$ cat src/sv/dcpv_pkg.sv
// ----------------------------------------------------------------------------
// dcpv_pkg: shared types and constants for the dominant color pixel vote
// Holds the color codes, the register indexes, the reset values and the
// reciprocal that divides a vote count by the scale factor.
// ----------------------------------------------------------------------------
`default_nettype none

package dcpv_pkg;

	localparam int unsigned COUNT_WIDTH_DEF = 21;
	localparam int unsigned CHAN_W          = 8;
	localparam int unsigned CFG_INDEX_W     = 2;

	localparam logic [CHAN_W-1:0] CHROMA_RESET = 8'd50;
	localparam logic [CHAN_W-1:0] LEVEL_RESET  = 8'd120;

	// floor(x / 100) == (x * RECIP_100) >> RECIP_SHIFT for every 32-bit x.
	localparam logic [31:0] RECIP_100   = 32'h51EB_851F;
	localparam int unsigned RECIP_SHIFT = 37;

	typedef enum logic [1:0] {
		COLOR_NONE  = 2'd0,
		COLOR_RED   = 2'd1,
		COLOR_GREEN = 2'd2,
		COLOR_BLUE  = 2'd3
	} color_t;

	typedef enum logic [CFG_INDEX_W-1:0] {
		CFG_CHROMA = 2'd0,
		CFG_LEVEL  = 2'd1
	} cfg_index_t;

	typedef struct packed {
		logic red;
		logic green;
		logic blue;
	} vote_t;

	typedef struct packed {
		logic en;
		logic valid;
		logic last;
	} stage_ctrl_t;

endpackage

`default_nettype wire

$ cat src/sv/dominant_color_pixel_vote.sv
// ----------------------------------------------------------------------------
// dominant_color_pixel_vote: per-frame dominant color from pixel votes
// Votes each pixel for its clearly dominant channel and reports, at the end
// of each frame, which color led by a strict margin after scaling by 100.
// ----------------------------------------------------------------------------
//
// Channel   Direction  Content
// s_*       in         one pixel request; tlast marks the frame's last pixel
// m_*       out        one color code request per frame
// cfg_*     in         threshold register writes, always ready
//
// A pixel request is taken every cycle while the output register is empty
// or being drained. A frame's color is offered once its last pixel has
// passed the input register, the counters, the reciprocal multiply and
// the output register.
// When m_tready is low with a result held, the whole pipeline holds.
// Reset clears the counters and sets both thresholds to their defaults.
`default_nettype none

module dominant_color_pixel_vote #(
	parameter int unsigned COUNT_WIDTH = dcpv_pkg::COUNT_WIDTH_DEF
) (
	input  wire logic                                 clk,
	input  wire logic                                 arst_n,
	input  wire logic                                 s_tvalid,
	output logic                                      s_tready,
	input  wire logic [23:0]                          s_tdata,  // red, green, blue
	input  wire logic                                 s_tlast,  // frame_end
	output logic                                      m_tvalid,
	input  wire logic                                 m_tready,
	output logic [7:0]                                m_tdata,  // color_code, zeros
	input  wire logic                                 cfg_valid,
	output logic                                      cfg_ready,
	input  wire logic [dcpv_pkg::CFG_INDEX_W-1:0]     cfg_index,
	input  wire logic [dcpv_pkg::CHAN_W-1:0]          cfg_data
);
	import dcpv_pkg::*;

	logic                   en;
	logic [CHAN_W-1:0]      chroma_threshold_q;
	logic [CHAN_W-1:0]      level_threshold_q;
	logic                   valid_s1;
	logic                   last_s1;
	logic [CHAN_W-1:0]      red_s1;
	logic [CHAN_W-1:0]      green_s1;
	logic [CHAN_W-1:0]      blue_s1;
	vote_t                  vote;
	stage_ctrl_t            tally_ctrl;
	logic                   valid_s2;
	logic [COUNT_WIDTH-1:0] red_s2;
	logic [COUNT_WIDTH-1:0] green_s2;
	logic [COUNT_WIDTH-1:0] blue_s2;
	logic                   valid_s3;
	color_t                 color;
	color_t                 color_q;

	assign en        = !m_tvalid || m_tready;
	assign s_tready  = en;
	assign cfg_ready = 1'b1;

	always_ff @(posedge clk or negedge arst_n) begin
		if (!arst_n) begin
			chroma_threshold_q <= CHROMA_RESET;
			level_threshold_q  <= LEVEL_RESET;
		end else if (cfg_valid) begin
			case (cfg_index)
				CFG_CHROMA: begin
					chroma_threshold_q <= cfg_data;
				end
				CFG_LEVEL: begin
					level_threshold_q <= cfg_data;
				end
				default: begin
				end
			endcase
		end
	end

	always_ff @(posedge clk or negedge arst_n) begin
		if (!arst_n) begin
			valid_s1 <= 1'b0;
			m_tvalid <= 1'b0;
		end else if (en) begin
			valid_s1 <= s_tvalid;
			m_tvalid <= valid_s3;
		end
	end

	always_ff @(posedge clk) begin
		if (en) begin
			red_s1   <= s_tdata[7:0];
			green_s1 <= s_tdata[15:8];
			blue_s1  <= s_tdata[23:16];
			last_s1  <= s_tlast;
			color_q  <= color;
		end
	end

	dcpv_classify u_classify (
		.red              (red_s1),
		.green            (green_s1),
		.blue             (blue_s1),
		.chroma_threshold (chroma_threshold_q),
		.level_threshold  (level_threshold_q),
		.vote             (vote)
	);

	assign tally_ctrl.en    = en;
	assign tally_ctrl.valid = valid_s1;
	assign tally_ctrl.last  = last_s1;

	dcpv_tally #(
		.COUNT_WIDTH (COUNT_WIDTH)
	) u_tally (
		.clk      (clk),
		.arst_n   (arst_n),
		.ctrl     (tally_ctrl),
		.vote     (vote),
		.valid_s2 (valid_s2),
		.red_s2   (red_s2),
		.green_s2 (green_s2),
		.blue_s2  (blue_s2)
	);

	dcpv_decide #(
		.COUNT_WIDTH (COUNT_WIDTH)
	) u_decide (
		.clk      (clk),
		.arst_n   (arst_n),
		.en       (en),
		.valid_s2 (valid_s2),
		.red_s2   (red_s2),
		.green_s2 (green_s2),
		.blue_s2  (blue_s2),
		.valid_s3 (valid_s3),
		.color    (color)
	);

	assign m_tdata = {6'b0, color_q};

endmodule

`default_nettype wire

$ cat src/sv/dcpv_classify.sv
// ----------------------------------------------------------------------------
// dcpv_classify: per-pixel vote decision
// Checks the chroma of one pixel against its threshold and picks the channel
// that is strictly largest and above the level threshold.
// ----------------------------------------------------------------------------
`default_nettype none

module dcpv_classify (
	input  wire logic [dcpv_pkg::CHAN_W-1:0] red,
	input  wire logic [dcpv_pkg::CHAN_W-1:0] green,
	input  wire logic [dcpv_pkg::CHAN_W-1:0] blue,
	input  wire logic [dcpv_pkg::CHAN_W-1:0] chroma_threshold,
	input  wire logic [dcpv_pkg::CHAN_W-1:0] level_threshold,
	output dcpv_pkg::vote_t                  vote
);
	import dcpv_pkg::*;

	logic [CHAN_W-1:0] max_val;
	logic [CHAN_W-1:0] min_val;
	logic [CHAN_W-1:0] chroma;
	logic              colorful;

	always_comb begin
		max_val = (red > green) ? red : green;
		if (blue > max_val) begin
			max_val = blue;
		end
		min_val = (red < green) ? red : green;
		if (blue < min_val) begin
			min_val = blue;
		end
	end

	assign chroma   = max_val - min_val;
	assign colorful = chroma > chroma_threshold;

	assign vote.red   = colorful && (red > green) && (red > blue) && (red > level_threshold);
	assign vote.green = colorful && (green > red) && (green > blue)
		&& (green > level_threshold);
	assign vote.blue  = colorful && (blue > green) && (blue > red)
		&& (blue > level_threshold);

endmodule

`default_nettype wire

$ cat src/sv/dcpv_tally.sv
// ----------------------------------------------------------------------------
// dcpv_tally: saturating vote counters
// Counts the votes of a frame and, on its last pixel, hands the final counts
// to the next stage and clears the counters.
// ----------------------------------------------------------------------------
`default_nettype none

module dcpv_tally #(
	parameter int unsigned COUNT_WIDTH = dcpv_pkg::COUNT_WIDTH_DEF
) (
	input  wire logic                   clk,
	input  wire logic                   arst_n,
	input  wire dcpv_pkg::stage_ctrl_t  ctrl,
	input  wire dcpv_pkg::vote_t        vote,
	output logic                        valid_s2,
	output logic [COUNT_WIDTH-1:0]      red_s2,
	output logic [COUNT_WIDTH-1:0]      green_s2,
	output logic [COUNT_WIDTH-1:0]      blue_s2
);
	import dcpv_pkg::*;

	logic [COUNT_WIDTH-1:0] red_q;
	logic [COUNT_WIDTH-1:0] green_q;
	logic [COUNT_WIDTH-1:0] blue_q;
	logic [COUNT_WIDTH-1:0] red_next;
	logic [COUNT_WIDTH-1:0] green_next;
	logic [COUNT_WIDTH-1:0] blue_next;

	function automatic logic [COUNT_WIDTH-1:0] bump(input logic [COUNT_WIDTH-1:0] count,
		input logic hit);
		bump = (hit && (count != '1)) ? count + 1'b1 : count;
	endfunction

	assign red_next   = bump(red_q, vote.red);
	assign green_next = bump(green_q, vote.green);
	assign blue_next  = bump(blue_q, vote.blue);

	always_ff @(posedge clk or negedge arst_n) begin
		if (!arst_n) begin
			red_q    <= '0;
			green_q  <= '0;
			blue_q   <= '0;
			valid_s2 <= 1'b0;
		end else if (ctrl.en) begin
			valid_s2 <= ctrl.valid && ctrl.last;
			if (ctrl.valid) begin
				if (ctrl.last) begin
					red_q   <= '0;
					green_q <= '0;
					blue_q  <= '0;
				end else begin
					red_q   <= red_next;
					green_q <= green_next;
					blue_q  <= blue_next;
				end
			end
		end
	end

	always_ff @(posedge clk) begin
		if (ctrl.en) begin
			red_s2   <= red_next;
			green_s2 <= green_next;
			blue_s2  <= blue_next;
		end
	end

endmodule

`default_nettype wire

$ cat src/sv/dcpv_decide.sv
// ----------------------------------------------------------------------------
// dcpv_decide: frame decision
// Scales the three final counts down by one hundred through a reciprocal
// multiply, registers the quotients and picks the strictly leading color.
// ----------------------------------------------------------------------------
`default_nettype none

module dcpv_decide #(
	parameter int unsigned COUNT_WIDTH = dcpv_pkg::COUNT_WIDTH_DEF
) (
	input  wire logic                   clk,
	input  wire logic                   arst_n,
	input  wire logic                   en,
	input  wire logic                   valid_s2,
	input  wire logic [COUNT_WIDTH-1:0] red_s2,
	input  wire logic [COUNT_WIDTH-1:0] green_s2,
	input  wire logic [COUNT_WIDTH-1:0] blue_s2,
	output logic                        valid_s3,
	output dcpv_pkg::color_t            color
);
	import dcpv_pkg::*;

	localparam int unsigned QUOT_W = COUNT_WIDTH - 6;

	logic [63:0]       red_prod;
	logic [63:0]       green_prod;
	logic [63:0]       blue_prod;
	logic [QUOT_W-1:0] red_s3;
	logic [QUOT_W-1:0] green_s3;
	logic [QUOT_W-1:0] blue_s3;

	assign red_prod   = 64'(red_s2) * 64'(RECIP_100);
	assign green_prod = 64'(green_s2) * 64'(RECIP_100);
	assign blue_prod  = 64'(blue_s2) * 64'(RECIP_100);

	always_ff @(posedge clk or negedge arst_n) begin
		if (!arst_n) begin
			valid_s3 <= 1'b0;
		end else if (en) begin
			valid_s3 <= valid_s2;
		end
	end

	always_ff @(posedge clk) begin
		if (en) begin
			red_s3   <= red_prod[RECIP_SHIFT +: QUOT_W];
			green_s3 <= green_prod[RECIP_SHIFT +: QUOT_W];
			blue_s3  <= blue_prod[RECIP_SHIFT +: QUOT_W];
		end
	end

	always_comb begin
		color = COLOR_NONE;
		if ((red_s3 > green_s3) && (red_s3 > blue_s3)) begin
			color = COLOR_RED;
		end else if ((green_s3 > red_s3) && (green_s3 > blue_s3)) begin
			color = COLOR_GREEN;
		end else if ((blue_s3 > red_s3) && (blue_s3 > green_s3)) begin
			color = COLOR_BLUE;
		end
	end

endmodule

`default_nettype wire

$ cat config.mk
export PLATFORM = sky130hd
export DESIGN_NAME = dominant_color_pixel_vote
export DESIGN_NICKNAME = d
export VERILOG_FILES = /design/src/sv/dcpv_pkg.sv /design/src/sv/dominant_color_pixel_vote.sv /design/src/sv/dcpv_classify.sv /design/src/sv/dcpv_tally.sv /design/src/sv/dcpv_decide.sv
export SDC_FILE = /design/constraint.sdc
export NUM_CORES = 2
export LEC_CHECK = 0
export ABC_AREA = 1
export BUFFER_PORTS_ARGS = -buffer_cell sky130_fd_sc_hd__buf_2
export CAP_MARGIN = 20
export CELL_PAD_IN_SITES_DETAIL_PLACEMENT = 0
export CELL_PAD_IN_SITES_GLOBAL_PLACEMENT = 1
export CORE_MARGIN = 5
export CORE_UTILIZATION = 32
export DETAILED_ROUTE_END_ITERATION = 8
export HOLD_SLACK_MARGIN = 0.03
export PLACE_DENSITY = 0.53
export SYNTH_ARGS = -nofsm -noshare
export SYNTH_HDL_FRONTEND = slang
export SYNTH_SLANG_ARGS = --single-unit
$ cat constraint.sdc
create_clock -name clk -period 9.8 [get_ports clk]
set_clock_uncertainty 0.05 [all_clocks]
set_input_delay 0.49 -clock clk [delete_from_list [all_inputs] [get_ports clk]]
set_output_delay 0.49 -clock clk [all_outputs]
set_load 0.05 [all_outputs]
==> impl_metrics.yaml <==
status:
  status: "finished, final reports clean"
detailed_routing:
  drtIter0Drc: 1706
  finalWirelength_um: 138200
  drc: 0
  ant_nets: 0
  vias: 32250
  drt_pre_antenna_iters: 5
  vias_per_cell: 4.624
  wl_per_cell_um: 19.82
cells_and_area:
  final_cells: 6975
  num_antenna_cells: 0
  syn_to_final_growth_pct: 8.041
  regArea_mm2: 0.006140
  final_core_util_pct: 34.85
  final_nets: 6667
  multiInputGateArea_mm2: 0.03280
  drive_gt1_share_pct: 2.741
  filler_cell_count: 14490
clocking:
  cts.sinks: 218
  cts_resized: 0
  cts_buffer_depth: 3
  cts-root-buf: "clkbuf_16"
  post_cts_buffers: 0
  cts_tree: "built"
  cts_buffers: 28
  clk_pin_slew_ns: 0.06
  htreeDepth: 1
  clock_latency_ns: 0.60
sta:
  slew_headroom_pct: 41.77
  finalCriticalPeriod_ns: 7.437
  finalCritPeriodShare_pct: 75.89
  drv_slew: 0
  hold_viol_final: 0
  rsz0062_at_grt: "no"
  setup_tns_ns: 0
  setup_viol: 0
  fin_hold_ws_ns: 0.06534
  worstMarginPinSlew_ns: 0.8734
  fmax_mhz: 134.5
worst_setup_path:
  crit_start: "red_s1[7]"
  crit_path_max_fanout: 39
  slowest_delay_ns: 0.70
  slowest_stage: "nand3_2"
  cp.required_ns: 10.26
  r2r_setup_slack_ns: 2.36
  endpoint_kind: "register"
  reg2reg_from: "red_s1[7]"
  endpoint: "u_tally.green_q[9]"
  cp_common_cell: "nand2_1"
  crit_arrival_ns: 7.89
  r2r-end: "u_tally.green_q[9]"
  critical_path_class: "reg -> reg"
  startpoint_type: "register"
  rr_worst_depth: 32
floorplanning:
  pin_count: 51
  core_area_mm2: 0.1377
  start_util_pct: 32.26
  fp.dieW_um: 382.5
  die-area_mm2: 0.1463
  chipHeight_um: 382.5
  rows: 136
global_routing:
  grt_use_met2_pct: 30.97
  grt_overflow_total: 0
  first_global_vias: 34780
  track_usage_pct: 18.93
  grt_pass1_wl_um: 212000
  grt_max_degree: 63
  antenna_found_initial: 0
  grt_use_met1_pct: 27.31
  busiest_layer: "met2"
  met3_usage_pct: 1.972
logic_synthesis:
  yosys_warnings: 0
  synth_edf_count: 135
  netlist-cell-type-count: 53
  synth_ff_type: "edfxtp_1"
  syn_inst: 5090
  synth_area_mm2: 0.04441
  yosysSeqAreaShare_pct: 13.83
  ys_seq_elements: 218
  async_reset_ff_share_pct: 38.07
  synth.avg_cell_area_um2: 8.724
placement:
  port_buffers: 43
  place.gp.congestion: 0.8957
  placed_cells: 6898
  dp_hpwl_um: 123400
hold_path:
  min_path_type: "in -> reg"
flow_run:
  drv_cap: 0
-- synth_stat cells (3+ instances only) --
cell         n  share of area [%]
clkbuf_1    19               0.16
a21o_1      33               0.56
fa_1       643                 29
and2_1       7              0.099
o21bai_1    18               0.30
buf_6        4               0.10
nor3_1      56               0.63
o21ai_1     31               0.35
inv_1     1396                 12
nand3_1    107                1.2
nor4_1      24               0.34
dfrtp_1     76                4.3
a21oi_1    231                2.6
o211ai_1    12               0.20
o31ai_1      5              0.085
o221ai_1     3              0.059
nor2_1     256                2.2
dfstp_2      7               0.41
or2_2        6              0.085
xnor2_1     27               0.53
a31oi_1     40               0.56
nand4_1     57               0.80
buf_2        6              0.068
o21a_1      11               0.19
a21boi_0     4              0.068
ha_1       825                 23
and3_1       6              0.085
nand2_1    701                5.9
nand3b_1     8               0.14
edfxtp_1   135                9.1
o21ai_0    201                2.3
xor2_1      77                1.5
buf_4       13               0.22
o21ai_2     16               0.32
a211oi_1     6               0.10
-- worst min path at each step --
| stage | endpoint | slack (ns) | cells after the start | start |
|---|---|---|---|---|
| floorplan | chroma_threshold_q[0] | 0.14 | 0 | arst_n |
| global placement | m_tvalid | 0.42 | 1 | u_decide.valid_s3 |
| detailed placement | m_tvalid | 0.40 | 1 | u_decide.valid_s3 |
| CTS | red_s1[2] | 0.03 | 1 | s_tdata[2] |
| global route | red_s1[3] | 0.05 | 1 | s_tdata[3] |
| finish | red_s1[3] | 0.07 | 1 | s_tdata[3] |
-- kinds of logic after synthesis --
group	synth area share (%)
compound gates	7.841
xor+xnor	2.051
fa+ha+maj	52.23
buf+inv	12.37
flops	13.83
other cells	0.01691
simple gates	11.67
-- registers in the layout, indices dropped and copies added (netlist names) --
| signal | cells |
|---|---|
| u_tally.blue_q | 21 |
| u_tally.blue_s2 | 21 |
| u_tally.green_q | 21 |
| u_tally.green_s2 | 21 |
| u_tally.red_q | 21 |
| u_tally.red_s2 | 21 |
| u_decide.blue_s3 | 15 |
| u_decide.green_s3 | 15 |
| u_decide.red_s3 | 15 |
| blue_s1 | 8 |
| chroma_threshold_q | 8 |
| green_s1 | 8 |
| level_threshold_q | 8 |
| red_s1 | 8 |
| color_q | 2 |
| last_s1 | 1 |
| m_tvalid | 1 |
| u_decide.valid_s3 | 1 |
| u_tally.valid_s2 | 1 |
| valid_s1 | 1 |
-- area by class of cell --
type / instances / share of cell area [%]
sequential: 218 / 12.80
multi-input combinational: 3437 / 68.37
clock buffer: 35 / 1.599
inverter: 1398 / 10.95
clock inverter: 17 / 0.5085
tap: 1794 / 4.678
timing repair buffer: 76 / 1.101
-- metrics by stage --
stage               cell area, um2  setup WS [ns]
CTS                          47980          2.274
finish                       47980          2.363
global route                 47980          1.472
detailed placement           46720          2.368
global placement             46720          2.390
floorplan                    44430          3.959
-- worst max-delay path: cells and delay by family, from the launching register on --
family,cells,cell delay (ns)
AOI/OAI and AO/OA,12,2.76
and+or+nand+nor,13,2.08
adders and majority gates,4,1.41
buffers and inverters,3,0.55
DFF,1,0.47
-- cell usage in the layout (no fill, tap or decap), types with 11 or more instances in the layout --
| cell | n |
|---|---|
| fa_1 | 643 |
| dfrtp_1 | 76 |
| o21bai_1 | 18 |
| o21ai_2 | 16 |
| buf_2 | 42 |
| nor2_1 | 255 |
| nand2_1 | 701 |
| dlygate4sd3_1 | 25 |
| o21ai_0 | 201 |
| xnor2_1 | 27 |
| nand4_1 | 57 |
| o21ai_1 | 31 |
| nand3_1 | 107 |
| clkbuf_16 | 28 |
| a31oi_1 | 40 |
| nor3_1 | 56 |
| a21oi_1 | 231 |
| a21o_1 | 33 |
| o21a_1 | 11 |
| inv_1 | 1394 |
| ha_1 | 825 |
| edfxtp_1 | 135 |
| o211ai_1 | 12 |
| xor2_1 | 77 |
| nor4_1 | 24 |
-- repair_timing --
item,4_1_cts,5_1_grt
hold buffers,25,0
endpoints found under the setup margin,0,0
endpoints found under the hold margin,55,0
-- per-layer routing --
metal / wire length (um) / part of all wire (%)
met1: 67760 / 49
met2: 63210 / 46
met3: 4180 / 3.0
met4: 3103 / 2.2
met5: 0 / 0
Power is not shown: default switching activity piles up to over one toggle a cycle in this logic, so the estimate is an artifact.
